$ cat config.mk
export PLATFORM = sky130hd
export DESIGN_NAME = int_to_ascii_dec_hex_flat
export DESIGN_NICKNAME = d
export VERILOG_FILES = /design/src/itad_pkg.sv /design/src/itad_if.sv /design/src/itad_dp.sv /design/src/itad_ctrl.sv /design/src/int_to_ascii_dec_hex.sv /design/src/flat_wrapper.sv
export SDC_FILE = /design/constraint.sdc
export NUM_CORES = 1
export LEC_CHECK = 0
export BUFFER_PORTS_ARGS = -buffer_cell sky130_fd_sc_hd__buf_2
export CAP_MARGIN = 20
export CORE_ASPECT_RATIO = 0.9
export CORE_MARGIN = 5
export CORE_UTILIZATION = 31
export CTS_BUF_LIST = sky130_fd_sc_hd__clkbuf_8
export DETAILED_ROUTE_END_ITERATION = 8
export PLACE_DENSITY_LB_ADDON = 0.12
export REMOVE_ABC_BUFFERS = 1
export SLEW_MARGIN = 15
export SYNTH_ARGS = -nofsm -noshare
export SYNTH_HDL_FRONTEND = slang
export SYNTH_SLANG_ARGS = --single-unit
export TNS_END_PERCENT = 1
$ cat constraint.sdc
create_clock -name clk -period 4.2 [get_ports clk]
set_clock_uncertainty 0.1 [all_clocks]
set_input_delay 0.21 -clock clk [delete_from_list [all_inputs] [get_ports clk]]
set_output_delay 0.21 -clock clk [all_outputs]
set_load 0.02 [all_outputs]
$ cat src/itad_pkg.sv
// Package for the integer to ASCII text converter.
// Holds the mode codes, character constants, digit geometry, the glyph function
// and the command and status types shared by the controller and the datapath.
package itad_pkg;

	localparam logic MODE_DEC = 1'b0;
	localparam logic MODE_HEX = 1'b1;

	localparam int WORD_W = 32;
	localparam int CHAR_W = 8;
	localparam int NUM_DIG = 10;
	localparam int DIG_W = $clog2(NUM_DIG);
	localparam int HEX_NIB = WORD_W / 4;
	localparam int CNT_W = $clog2(WORD_W);

	localparam logic [CHAR_W-1:0] MINUS_CODE = 8'h2d;
	localparam logic [CHAR_W-1:0] ZERO_CODE = 8'h30;
	localparam logic [CHAR_W-1:0] ALPHA_BASE = 8'h57;

	typedef logic [3:0] digit_t;

	typedef struct packed {
		logic load;
		logic shift;
		logic set_idx;
		logic emit;
	} itad_ctl_t;

	typedef struct packed {
		logic conv_done;
		logic last;
	} itad_sts_t;

	function automatic logic [CHAR_W-1:0] glyph(input digit_t d);
		logic [CHAR_W-1:0] ext;
		ext = {4'b0000, d};
		if (d < 4'd10) begin
			return ZERO_CODE + ext;
		end
		return ALPHA_BASE + ext;
	endfunction

endpackage

$ cat src/itad_if.sv
// Channel interfaces for the integer to ASCII text converter.
// The input channel carries a mode and a word, the output channel one character.
// Depends on nothing.
interface itad_in_if;
	logic        valid;
	logic        ready;
	logic        cmd;
	logic [31:0] value;

	modport source(output valid, output cmd, output value, input ready);
	modport sink(input valid, input cmd, input value, output ready);
endinterface

interface itad_out_if;
	logic       valid;
	logic       ready;
	logic [7:0] char_code;
	logic       last;

	modport source(output valid, output char_code, output last, input ready);
	modport sink(input valid, input char_code, input last, output ready);
endinterface

$ cat src/itad_dp.sv
// Datapath of the integer to ASCII text converter.
// Holds the binary-to-BCD shift register, the digit index and the output register.
// Depends on itad_pkg.
module itad_dp #(
	parameter int HEX_DIGITS = 8,
	parameter int IDX_W = 4
) (
	input  logic                               clk,
	input  logic                               arst_n,
	input  itad_pkg::itad_ctl_t                ctl,
	output itad_pkg::itad_sts_t                sts,
	input  logic                               in_cmd,
	input  logic [itad_pkg::WORD_W-1:0]        in_value,
	output logic [itad_pkg::CHAR_W-1:0]        char_code,
	output logic                               last
);
	import itad_pkg::*;

	digit_t             dig_q [NUM_DIG];
	digit_t             adj [NUM_DIG];
	logic [WORD_W-1:0]  bin_q;
	logic [CNT_W-1:0]   cnt_q;
	logic [IDX_W-1:0]   idx_q;
	logic [IDX_W-1:0]   msd;
	logic [IDX_W-1:0]   start_idx;
	logic               sign_q;
	logic               hex_q;
	logic [CHAR_W-1:0]  char_q;
	logic               last_q;
	logic               neg;
	logic [WORD_W-1:0]  mag;
	digit_t             cur;

	assign neg = (in_cmd == MODE_DEC) && in_value[WORD_W-1];
	assign mag = neg ? (~in_value + WORD_W'(1)) : in_value;

	always_comb begin
		for (int i = 0; i < NUM_DIG; i++) begin
			adj[i] = (dig_q[i] >= 4'd5) ? (dig_q[i] + 4'd3) : dig_q[i];
		end
	end

	always_comb begin
		msd = '0;
		for (int i = 0; i < NUM_DIG; i++) begin
			if (dig_q[i] != 4'd0) begin
				msd = IDX_W'(i);
			end
		end
		start_idx = msd;
		if (hex_q == MODE_HEX && msd < IDX_W'(HEX_DIGITS - 1)) begin
			start_idx = IDX_W'(HEX_DIGITS - 1);
		end
	end

	assign cur = (idx_q < IDX_W'(NUM_DIG)) ? dig_q[idx_q[DIG_W-1:0]] : 4'd0;

	always_ff @(posedge clk) begin
		if (ctl.load) begin
			for (int i = 0; i < HEX_NIB; i++) begin
				dig_q[i] <= (in_cmd == MODE_HEX) ? in_value[4*i +: 4] : 4'd0;
			end
			for (int i = HEX_NIB; i < NUM_DIG; i++) begin
				dig_q[i] <= 4'd0;
			end
			bin_q <= mag;
			cnt_q <= '0;
			hex_q <= in_cmd;
		end else if (ctl.shift) begin
			dig_q[0] <= {adj[0][2:0], bin_q[WORD_W-1]};
			for (int i = 1; i < NUM_DIG; i++) begin
				dig_q[i] <= {adj[i][2:0], adj[i-1][3]};
			end
			bin_q <= {bin_q[WORD_W-2:0], 1'b0};
			cnt_q <= cnt_q + CNT_W'(1);
		end
		if (ctl.set_idx) begin
			idx_q <= start_idx;
		end
		if (ctl.emit) begin
			if (sign_q) begin
				char_q <= MINUS_CODE;
				last_q <= 1'b0;
			end else begin
				char_q <= glyph(cur);
				last_q <= (idx_q == '0);
				idx_q <= idx_q - IDX_W'(1);
			end
		end
	end

	always_ff @(posedge clk or negedge arst_n) begin
		if (!arst_n) begin
			sign_q <= 1'b0;
		end else if (ctl.load) begin
			sign_q <= neg;
		end else if (ctl.emit) begin
			sign_q <= 1'b0;
		end
	end

	assign sts.conv_done = (cnt_q == '1);
	assign sts.last = last_q;
	assign char_code = char_q;
	assign last = last_q;

endmodule

$ cat src/itad_ctrl.sv
// Controller of the integer to ASCII text converter.
// Sequences accept, BCD conversion, index setup and character delivery.
// Depends on itad_pkg.
module itad_ctrl (
	input  logic                clk,
	input  logic                arst_n,
	input  logic                in_valid,
	input  logic                in_hex,
	output logic                in_ready,
	output logic                out_valid,
	input  logic                out_ready,
	output itad_pkg::itad_ctl_t ctl,
	input  itad_pkg::itad_sts_t sts
);
	import itad_pkg::*;

	localparam logic [2:0] S_IDLE = 3'd0;
	localparam logic [2:0] S_CONV = 3'd1;
	localparam logic [2:0] S_PREP = 3'd2;
	localparam logic [2:0] S_LOAD = 3'd3;
	localparam logic [2:0] S_SEND = 3'd4;

	logic [2:0] state_q;
	logic [2:0] state_nx;

	assign in_ready = (state_q == S_IDLE);
	assign out_valid = (state_q == S_SEND);

	always_comb begin
		ctl.load = (state_q == S_IDLE) && in_valid;
		ctl.shift = (state_q == S_CONV);
		ctl.set_idx = (state_q == S_PREP);
		ctl.emit = (state_q == S_LOAD) ||
			((state_q == S_SEND) && out_ready && !sts.last);
	end

	always_comb begin
		state_nx = state_q;
		case (state_q)
			S_IDLE: begin
				if (in_valid) begin
					state_nx = (in_hex == MODE_HEX) ? S_PREP : S_CONV;
				end
			end
			S_CONV: begin
				if (sts.conv_done) begin
					state_nx = S_PREP;
				end
			end
			S_PREP: state_nx = S_LOAD;
			S_LOAD: state_nx = S_SEND;
			S_SEND: begin
				if (out_ready && sts.last) begin
					state_nx = S_IDLE;
				end
			end
			default: state_nx = S_IDLE;
		endcase
	end

	always_ff @(posedge clk or negedge arst_n) begin
		if (!arst_n) begin
			state_q <= S_IDLE;
		end else begin
			state_q <= state_nx;
		end
	end

	a_no_overlap: assert property (@(posedge clk) disable iff (!arst_n)
		!(in_ready && out_valid))
		else $error("Input accepted while a character is pending.");

	a_busy_after_accept: assert property (@(posedge clk) disable iff (!arst_n)
		(in_valid && in_ready) |=> !in_ready)
		else $error("Ready stayed high after a transaction.");

	a_conv_to_prep: assert property (@(posedge clk) disable iff (!arst_n)
		(state_q == S_CONV && sts.conv_done) |=> (state_q == S_PREP))
		else $error("Conversion did not end after the last shift.");

	a_last_to_idle: assert property (@(posedge clk) disable iff (!arst_n)
		(out_valid && out_ready && sts.last) |=> in_ready)
		else $error("Block did not return to idle after the final character.");

endmodule

$ cat src/int_to_ascii_dec_hex.sv
// Integer to ASCII text converter, top level. Depends on itad_pkg, itad_if,
// itad_ctrl and itad_dp.
//
// Each input transaction carries a 32-bit word and a mode; the block returns its
// text one character per output transaction, most significant digit first, with
// last set on the final character. Decimal mode prints the word as signed with a
// leading minus and no leading zeros; hex mode prints lowercase digits padded to
// HEX_DIGITS. One word is converted at a time. A decimal word passes through an
// accept state, the shift-and-add steps of the binary-to-BCD register and the
// setup states S_PREP and S_LOAD, then delivers one character per cycle while the
// output is ready; a hex word skips the shift-and-add steps. Back pressure on the
// output stalls delivery.
module int_to_ascii_dec_hex #(
	parameter int HEX_DIGITS = 8
) (
	input logic         clk,
	input logic         arst_n,
	itad_in_if.sink     in_ch,
	itad_out_if.source  out_ch
);
	import itad_pkg::*;

	localparam int MAX_IDX = (HEX_DIGITS > NUM_DIG) ? HEX_DIGITS : NUM_DIG;
	localparam int IDX_W = $clog2(MAX_IDX);

	itad_ctl_t ctl;
	itad_sts_t sts;

	itad_ctrl u_ctrl (
		.clk       (clk),
		.arst_n    (arst_n),
		.in_valid  (in_ch.valid),
		.in_hex    (in_ch.cmd),
		.in_ready  (in_ch.ready),
		.out_valid (out_ch.valid),
		.out_ready (out_ch.ready),
		.ctl       (ctl),
		.sts       (sts)
	);

	itad_dp #(
		.HEX_DIGITS (HEX_DIGITS),
		.IDX_W      (IDX_W)
	) u_dp (
		.clk       (clk),
		.arst_n    (arst_n),
		.ctl       (ctl),
		.sts       (sts),
		.in_cmd    (in_ch.cmd),
		.in_value  (in_ch.value),
		.char_code (out_ch.char_code),
		.last      (out_ch.last)
	);

endmodule

$ cat src/flat_wrapper.sv
// flat-port wrapper written by rule: the top's interface ports become plain ports
module int_to_ascii_dec_hex_flat import itad_pkg::*;
#(
	parameter int HEX_DIGITS = 8
)
  (clk, arst_n, in_ch_valid, in_ch_cmd, in_ch_value, in_ch_ready, out_ch_valid, out_ch_char_code, out_ch_last, out_ch_ready);
  itad_in_if in_ch_i ();
  itad_out_if out_ch_i ();
  input logic clk;
  input logic arst_n;
  input wire logic [$bits(in_ch_i.valid)-1:0] in_ch_valid;
  input wire logic [$bits(in_ch_i.cmd)-1:0] in_ch_cmd;
  input wire logic [$bits(in_ch_i.value)-1:0] in_ch_value;
  output wire logic [$bits(in_ch_i.ready)-1:0] in_ch_ready;
  output wire logic [$bits(out_ch_i.valid)-1:0] out_ch_valid;
  output wire logic [$bits(out_ch_i.char_code)-1:0] out_ch_char_code;
  output wire logic [$bits(out_ch_i.last)-1:0] out_ch_last;
  input wire logic [$bits(out_ch_i.ready)-1:0] out_ch_ready;
  assign in_ch_i.valid = in_ch_valid;
  assign in_ch_i.cmd = in_ch_cmd;
  assign in_ch_i.value = in_ch_value;
  assign in_ch_ready = in_ch_i.ready;
  assign out_ch_valid = out_ch_i.valid;
  assign out_ch_char_code = out_ch_i.char_code;
  assign out_ch_last = out_ch_i.last;
  assign out_ch_i.ready = out_ch_ready;
  int_to_ascii_dec_hex #(.HEX_DIGITS(HEX_DIGITS)) u_core (.clk(clk), .arst_n(arst_n), .in_ch(in_ch_i), .out_ch(out_ch_i));
endmodule
==> After elaboration in Yosys (flattened, before gate mapping) <==
Memories as Yosys holds them, arrays and structs flattened. A register that Yosys moved wholly into a read port is not among the register bits.
Cells that the tools add are included.
W data, S select, Z words.
{ "totals": {"regBits": 55, "latch_bits": 0, "ram_bits": 40, "romBits": 0, "input_bits": 37, "out_inout_bits": 11, "word_cells": 141, "memories": 1} }
{ "mem_list": {"columns": ["name", "depth", "width", "rd", "rd_ports_with_merged_regs", "wr", "line_no", "text"], "rows": [
  ["u_core.u_dp.dig_q", 10, 4, 11, 1, 10, "itad_dp.sv:19", "digit_t dig_q [NUM_DIG];"]
]} }
{ "classes": {"n_addsub": 15, "mul": 0, "div_mod_pow": 0, "n_lt_le_gt_ge": 13, "eq_ne": 8, "n_shift": 0, "muxes": 62, "bitwise_logic": 12, "reduce_logical": 22} }
{ "op_table": {"columns": ["operator", "n"], "rows": [
  ["$mux W4", 34],
  ["$mux W32", 3],
  ["$ge A4 B3 Y1 const B", 10],
  ["$add A4 B2 Y4 const B", 9],
  ["$reduce_bool A4 Y1", 9],
  ["$add A32 B1 Y32 const B", 1],
  ["$not A32 Y32", 1],
  ["$mux W3", 8],
  ["$mux W8", 2],
  ["$pmux W3 S5", 1],
  ["$mux W1", 11],
  ["$or A1 B1 Y1", 10],
  ["$add A7 B4 Y8 const A", 1],
  ["$lt A4 B4 Y1 const B", 2],
  ["$add A6 B4 Y7 const A", 1],
  ["$eq A3 B2 Y1 const B", 2],
  ["$logic_and A1 B1 Y1", 6],
  ["$mux W2", 3],
  ["$add A5 B1 Y5 const B", 1],
  ["$eq A5 B5 Y1 const B", 1],
  ["$logic_not A4 Y1", 1],
  ["$lt A4 B3 Y1 const B", 1],
  ["$ne A2 B2 Y1 const B", 2],
  ["$reduce_bool A2 Y1", 2],
  ["other kinds (10)", 10]
]} }

==> Logic depth before layout (Yosys ltp) <==
Gate-level depths: netlist (run 1).
An unclocked memory read counts as a cell.
{ "depth": {"word_depth": 17, "ltp_mapped": 10, "ltp_nobuf": 8} }

==> Hierarchy <==
A second synthesis (run 1) with hierarchy kept.
{ "unflattened": {"cells_unflattened": 640, "hier_area_um2": 6154.7} }
{ "modules_own_cells": {"columns": ["mod", "instances", "cells_each", "area_each_um2", "seq_area_each_um2"], "rows": [
  ["itad_dp", 1, 617, 5935.7, 2637.5],
  ["itad_ctrl", 1, 23, 219.0, 75.1]
]} }

==> Least setup slack after synthesis (run 1) <==
No wires, ideal clock.
{ "synth_timing": {"path_kind": "flip-flop to flip-flop", "from": "register u_core.u_ctrl.state_q[2]", "to": "register u_core.u_dp.bin_q[0], enable pin", "setup_ps": 432, "arrival_ps": 3093, "required_time_ps": 3668, "path_slack_ps": 575, "stages_incl_launch_ff": 6, "path_buffers": 2, "period_less_slack_ps": 3625, "cell_sequence": "dfrtp_1 > nor3_1 > nand2_1 > clkbuf_1 > clkbuf_1 > nand2_1"} }
{ "synth_via": {"elab_chain_cells": 3, "word_cells_on_any_way": 4, "classes_between": "1 x eq/ne; 3 x reduce/logical"} }
{ "synth_lines": {"columns": ["item", "line_no", "text"], "rows": [
  ["start, declared", "itad_ctrl.sv:23", "logic [2:0] state_q;"],
  ["start signal, assigned", "itad_ctrl.sv:65", "state_q <= state_nx;"],
  ["$logic_not A3 Y1", null, null],
  ["net in_ch_ready", "flat_wrapper.sv:14", "output wire logic [$bits(in_ch_i.ready)-1:0] in_ch_ready;"],
  ["$logic_and A1 B1 Y1", "itad_ctrl.sv:30", "ctl.load = (state_q == S_IDLE) && in_valid;"],
  ["$reduce_bool A2 Y1 (no line)", null, null],
  ["end signal, assigned", "itad_dp.sv:66", "bin_q <= mag;"],
  ["end signal, assigned", "itad_dp.sv:74", "bin_q <= {bin_q[WORD_W-2:0], 1'b0};"],
  ["end, declared", "itad_dp.sv:21", "logic [WORD_W-1:0] bin_q;"]
]} }
The timed path passes the listed nets, and every way through them passes these cells.
A chain may end at the register's enable or synchronous reset.

==> Worst setup path in the final report (run 1) <==
{ "layout_timing": {"from": "register u_core.u_dp.idx_q[0]", "to": "register u_core.u_dp.char_q[1] (netlist: u_core.u_dp.char_code[1]), data pin"} }
{ "layout_via": {"elab_chain_cells": 7, "word_cells_on_any_way": 10, "classes_between": "2 x add/sub; 2 x order compare; 6 x mux"} }
{ "layout_lines": {"columns": ["item", "line_no", "text"], "rows": [
  ["start, declared", "itad_dp.sv:23", "logic [IDX_W-1:0] idx_q;"],
  ["start signal, assigned", "itad_dp.sv:78", "idx_q <= start_idx;"],
  ["start signal, assigned", "itad_dp.sv:87", "idx_q <= idx_q - IDX_W'(1);"],
  ["$lt A4 B4 Y1 *", "itad_dp.sv:56", "assign cur = (idx_q < IDX_W'(NUM_DIG)) ? dig_q[idx_q[DIG_W-1:0]] : 4'd0;"],
  ["$mux W4 *", "itad_dp.sv:56", null],
  ["$lt A4 B4 Y1", "itad_pkg.sv:37", "if (d < 4'd10) begin"],
  ["$mux W1", "itad_pkg.sv:37", null],
  ["$mux W1", "itad_dp.sv:81", "if (sign_q) begin"],
  ["$mux W1", "itad_dp.sv:80", "if (ctl.emit) begin"],
  ["$mux W8 *", "itad_pkg.sv:40", "return ALPHA_BASE + ext;"],
  ["end signal, assigned", "itad_dp.sv:85", "char_q <= glyph(cur);"],
  ["end, declared", "itad_dp.sv:28", "logic [CHAR_W-1:0] char_q;"]
]} }
Every way passes the cells marked *; elsewhere a longest branch is shown, timed or not. The select of a mux whose other input is x is not followed.

==> results of run 1 <==
worst paths after layout:
kind	endpoint	slack, ns	start	depth (start not counted)
worst max-delay path	u_core.u_dp.char_code[1]	1.40	u_core.u_dp.idx_q[0]	8
worst min-delay path	u_core.u_ctrl.state_q[2]	0.03	arst_n	2
worst max register to register	u_core.u_dp.char_code[1]	1.40	u_core.u_dp.idx_q[0]	8
worst min register to register	u_core.u_dp.cnt_q[4]	0.37	u_core.u_dp.cnt_q[4]	2
max in group asynchronous	u_core.u_dp.sign_q	3.85	arst_n	2
min in group clk	u_core.u_dp.dig_q[1][2]	0.07	in_ch_value[6]	3
worst reg2reg max path: stages (launching register included):
cell      delay [ns]
dfxtp_1         0.59
buf_4           0.30
mux4_2          0.51
nand2b_1        0.15
a32o_1          0.27
inv_1           0.12
ha_1            0.24
nand2b_1        0.14
a211oi_1        0.23
repair_timing:
item / CTS / global route
setup buffers: 0 / 0
hold buffers: 2 / 0
resized for setup: 0 / 0
endpoints found under the hold margin: 5 / 0
state kept, by name, summed over array words and instances (netlist names):
signal                 cells
u_core.u_ctrl.state_q      3
u_core.u_dp.sign_q         1
u_core.u_dp.bin_q         32
u_core.u_dp.hex_q          1
u_core.u_dp.cnt_q          5
u_core.u_dp.last           1
u_core.u_dp.idx_q          4
u_core.u_dp.char_code      7
u_core.u_dp.dig_q         40
synth_stat cells, drive strengths merged (16+ instances only):
master   n  share of area, %
clkbuf  21               1.3
xor2    29               4.3
edfxtp  81                41
nand2   60               3.8
nand3   36               3.0
nor2    42               2.6
a21oi   48               4.0
inv     32               2.0
o31ai   16               2.1
xnor2   22               3.2
ha      26               5.5
o21ai   84               7.1
layer usage:
| metal | up-vias | global-route usage, % | wire length (um) |
|---|---|---|---|
| li1 | 2337 | - | - |
| met1 | 2176 | 20.2 | 7610 |
| met2 | 63 | 22.1 | 6750 |
| met3 | 11 | 3.26 | 540 |
| met4 | 0 | 2.83 | 140 |
| met5 | - | 0 | 0 |
power by group:
group | leakage [uW] | switching, uW | internal (uW)
clock | 0.0000983 | 370 | 237
combinational | 0.00150 | 1460 | 929
sequential | 0.000926 | 421 | 1750
total | 0.00252 | 2250 | 2910
stage by stage:
step / TNS [ns] / instances / hold WS, ns
2_1_floorplan: -10.28 / 596 / -0.186
3_3_place_gp: 0 / 901 / -0.0791
3_5_place_dp: 0 / 901 / -0.0814
4_1_cts: 0 / 919 / 0.0176
5_1_grt: 0 / 919 / 0.0125
6_report: 0 / 919 / 0.0348
cell families after synthesis:
group,Yosys count,synth area share [%]
muxes,13,3.25
adders and majority gates,26,5.46
and+or+nand+nor,203,16.8
buffers and inverters,63,4.14
AOI/OAI and AO/OA,174,17.2
other,2,0.126
DFF,94,45.5
xor gates and xnor gates,51,7.49
final cells by class:
cell class	count	share of cell area (%)
multi-input combinational	469	45.2
clock inverter	6	0.621
sequential	94	40.8
clock buffer	10	2.07
tap	250	4.70
timing repair buffer	57	4.78
inverter	33	1.86
==> flow_summary.toml, run 1 <==
[logic_synthesis]
seq_area_frac_synth_pct = 45.5
synth_cell_types = 56
synth-edff-count = 81
synthArstFlopShare_pct = 4.26
yosysWarnings = 0
synth_flop_cell = "edfxtp_1"
synth_area_sq_mm = 0.00596
synth_cells = 626
avgSynthCellArea_sq_um = 9.52
synth-seq-cells = 94

[floorplan]
rows = 48
die_h_um = 142
die_area_sq_mm = 0.0221
core-area_sq_mm = 0.0190
die_w_um = 156
start_util_pct = 31.3
ioPinCount = 48

[setup_path]
slowest_stage = "dfxtp_1"
critPathBufInv = 2
arrival_ns = 2.92
critPathTopFamily = "flip-flops"
cp.required_ns = 4.31
crit_fanout = 13
worstSetupEndpointType = "flop"
start_kind = "flop"
crit_top_cell = "nand2b_1"
worstPathCellList = "buf_4 -> mux4_2 -> nand2b_1 -> a32o_1 -> inv_1 -> ha_1 -> nand2b_1 -> a211oi_1"
critPathMaxStageDelay_ns = 0.59
critPathKind = "reg -> reg"

[timing]
fin_crit_sh_pct = 66.7
slew-limit-headroom_pct = 49.7
worst_pin_slew_ns = 0.752
final-setup-viol-count = 0
fmax_mhz = 357
slew_violations = 0
rsz0062_at_grt = "no"
min_period_ns = 2.80
setup_slack_ns = 1.40
hold_viol = 0

[route]
routed_wl_mm = 15.0
drt_iter0_drc = 279
drt_drc_violations_left = 0
detail-route-antenna-nets = 0
dr.pass1.iters = 4
vias = 4587
avgViaCountPerCell = 4.99
post_drt_wl_per_cell_um = 16.4

[layout]
layout_common_cells = "edfxtp_1 (81), o21ai_0 (75), nand2_1 (58)"
layout_commonest_cell = "edfxtp_1"
multi_input_area_sq_mm = 0.00301
n_antenna_cell = 0
regArea_sq_mm = 0.00271
fillers = 1963
drive_above_1_share_pct = 13.6
area_growth_pct = 11.6
nets = 727
fin_util_pct = 34.9
stdcell_area_sq_mm = 0.00665

[power_and_ir_drop]
power.total_uw = 5160
p_leak_uw = 0.00252
vdd_ir_drop_max_mv = 0.291
powerDensity_mw_per_mm2 = 776

[clocking]
cts_sinks = 94
clk_latency_ns = 0.39
h-tree-depth = 3
path_clk_slew_ns = 0.11
cts_buffer_depth = 2
cts_root_buf = "clkbuf_8"
cts_tree = "built"
cts_buffers = 9

[job]
maxCapViolCount = 0

[placed_design]
dp_hpwl_mm = 11.1
numPortBuffers = 46
placed_cell_area_sq_mm = 0.00645
dp_slack_ns = 1.40
gp_congestion = 0.819

[global_route]
grt_pass1_wl_mm = 25.0
grt_max_degree = 36
track_usage_pct = 14.1
grt.overflow.total = 0
antenna_found_initial = 0
grt_pass1_vias = 4594

[hold_path]
min_path_type = "in -> async"

[status]
status = "finished, final reports clean"
Note: power is estimated with default switching activity, not from simulation.
==> run 2: changes to the inputs <==
- clock period: 4.2 -> 2.9 ns (I/O delays scaled with it)
==> run 2 against run 1 <==
  * Non-clock buffer count grew 3
  * Global-route usage fell by 0.25 points
  * Routed wire length decreased by 0.11%
  * Critical path type unchanged
  * Critical endpoint unchanged
==> flow_summary.toml, run 2 (synthesis gave the netlist of run 1 again) <==
[power_and_ir_drop]
p_switching_uw = 3240
switching_share_pct = 43.4
pwr-share-comb_pct = 46.5
seq_power_share_pct = 42.2
internal_power_uw = 4220
pwr-share-clk_pct = 11.3
p_leak_uw = 0.00252
vdd_ir_drop_max_mv = 0.408
powerDensity_mw_per_mm2 = 1120

[clocking]
cts_sinks = 94
clk_latency_ns = 0.38
cts_tree = "built"
cts_buffer_depth = 2
cts_resized = 0
h-tree-depth = 3
path_clk_slew_ns = 0.10
cts_root_buf = "clkbuf_8"
cts_buffers = 9

[job]
maxCapViolCount = 0

[hold_path]
min_path_type = "in -> reg"

[floorplan]
start_util_pct = 31.3
ioPinCount = 48
die_area_sq_mm = 0.0221
core-area_sq_mm = 0.0190
die_w_um = 156
rows = 48
die_h_um = 142

[setup_path]
arrival_ns = 2.68
crit_fanout = 6
start_kind = "flop"
critPathKind = "reg -> reg"
cp.required_ns = 2.99
worstSetupEndpointType = "flop"
ff2ff_setup_slack_ns = 0.31

[layout]
stdcell_area_sq_mm = 0.00667
fillers = 1932
nets = 730
largest_register_ffs = 40
drive_above_1_share_pct = 13.7
n_antenna_cell = 0
layout_commonest_cell = "edfxtp_1"
regMostFlops = "u_core.u_dp.dig_q"
layout_common_cells = "edfxtp_1 (81), o21ai_0 (75), nand2_1 (58)"
area_growth_pct = 12.0

[route]
drt_iter0_drc = 355
vias = 4654
detail-route-antenna-nets = 0
avgViaCountPerCell = 5.05
post_drt_wl_per_cell_um = 16.3
drt_drc_violations_left = 0
dr.pass1.iters = 5
routed_wl_mm = 15.0

[global_route]
grt_pass1_wl_mm = 24.6
antenna_found_initial = 0
track_usage_pct = 13.9
grt_max_degree = 62
grt_pass1_vias = 4610
grt.overflow.total = 0

[timing]
min_period_ns = 2.59
rsz0062_at_grt = "no"
hold_viol = 0
setup_slack_ns = 0.308
slew-limit-headroom_pct = 60.0
fmax_mhz = 386
setup_tns_ns = 0
slew_violations = 0
final-setup-viol-count = 0
fin_crit_sh_pct = 89.4
worst_pin_slew_ns = 0.595

[placed_design]
gp_congestion = 0.823
placed_cell_area_sq_mm = 0.00647
numPortBuffers = 46
dp_slack_ns = 0.312
dp_hpwl_mm = 11.0

[status]
status = "finished, final reports clean"
run 2: cell types whose count changed in the layout (fill, tap and decap cells not counted):
cell / previous run / this run
buf_4: 9 / 11
clkinv_1: 1 / 2
clkinv_2: 1 / 2
clkinv_4: 0 / 1
clkinvlp_4: 0 / 2
dlygate4sd3_1: 2 / 3
inv_4: 3 / 0
inv_6: 2 / 0
run 2: final cells by class:
type                            instances  area [sq um]  area share, %
Multi-Input combinational cell        469          3010           45.1
Sequential cell                        94          2710           40.6
Timing Repair Buffer                   60           343           5.14
Tap cell                              250           313           4.69
Clock buffer                           10           138           2.06
Inverter                               33           124           1.86
Clock inverter                          6          37.5          0.562
run 2: per-layer routing:
metal / track usage [%] / vias up / part of all wire, %
li1: - / 2343 / -
met1: 19.4 / 2220 / 50
met2: 22.0 / 81 / 45
met3: 3.05 / 10 / 3.3
met4: 3.61 / 0 / 1.2
met5: 0 / - / 0
run 2: final timing paths:
| path | startpoint | to | cells past startpoint |
|---|---|---|---|
| setup reg to reg | u_core.u_dp.idx_q[0] | u_core.u_dp.char_code[1] | 7 |
| setup / recovery | u_core.u_dp.idx_q[0] | u_core.u_dp.char_code[1] | 7 |
| min in group asynchronous | arst_n | u_core.u_ctrl.state_q[2] | 3 |
| hold reg to reg | u_core.u_dp.cnt_q[4] | u_core.u_dp.cnt_q[4] | 2 |
| max in group asynchronous | arst_n | u_core.u_ctrl.state_q[0] | 3 |
| hold / removal | in_ch_value[6] | u_core.u_dp.dig_q[1][2] | 3 |
run 2: through the flow:
step                      hold slack (ns)  total power, uW  util (%)  std cells
after floorplan                    -0.251             5570         -        596
after global placement             -0.144             6600      34.0        903
after detailed placement           -0.145             6680      34.0        903
after CTS                         0.00719             7560      35.1        922
after global routing               0.0179             8140      35.1        922
final                              0.0357             7450      35.1        922
run 2: power groups by stage:
| stage | Combinational (uW) | Sequential, uW | Clock, uW |
|---|---|---|---|
| after floorplan | 2510 | 3050 | 0 |
| after global placement | 3430 | 3170 | 0 |
| after detailed placement | 3510 | 3180 | 0 |
| after CTS | 3530 | 3150 | 884 |
| after global routing | 3970 | 3240 | 929 |
| final | 3470 | 3140 | 841 |
run 2: worst max-delay path, stage by stage, from the launching register on:
cell and delay, ns:
dfxtp_1 0.55, mux4_2 0.54, nand2b_1 0.15, a32o_1 0.27, inv_1 0.13, ha_1 0.24, nand2b_1 0.14, a211oi_1 0.30
run 2: what timing repair did:
action,4_1_cts,5_1_grt
hold endpoints to repair,5,0
buffers inserted,0,0
hold buffers,3,0
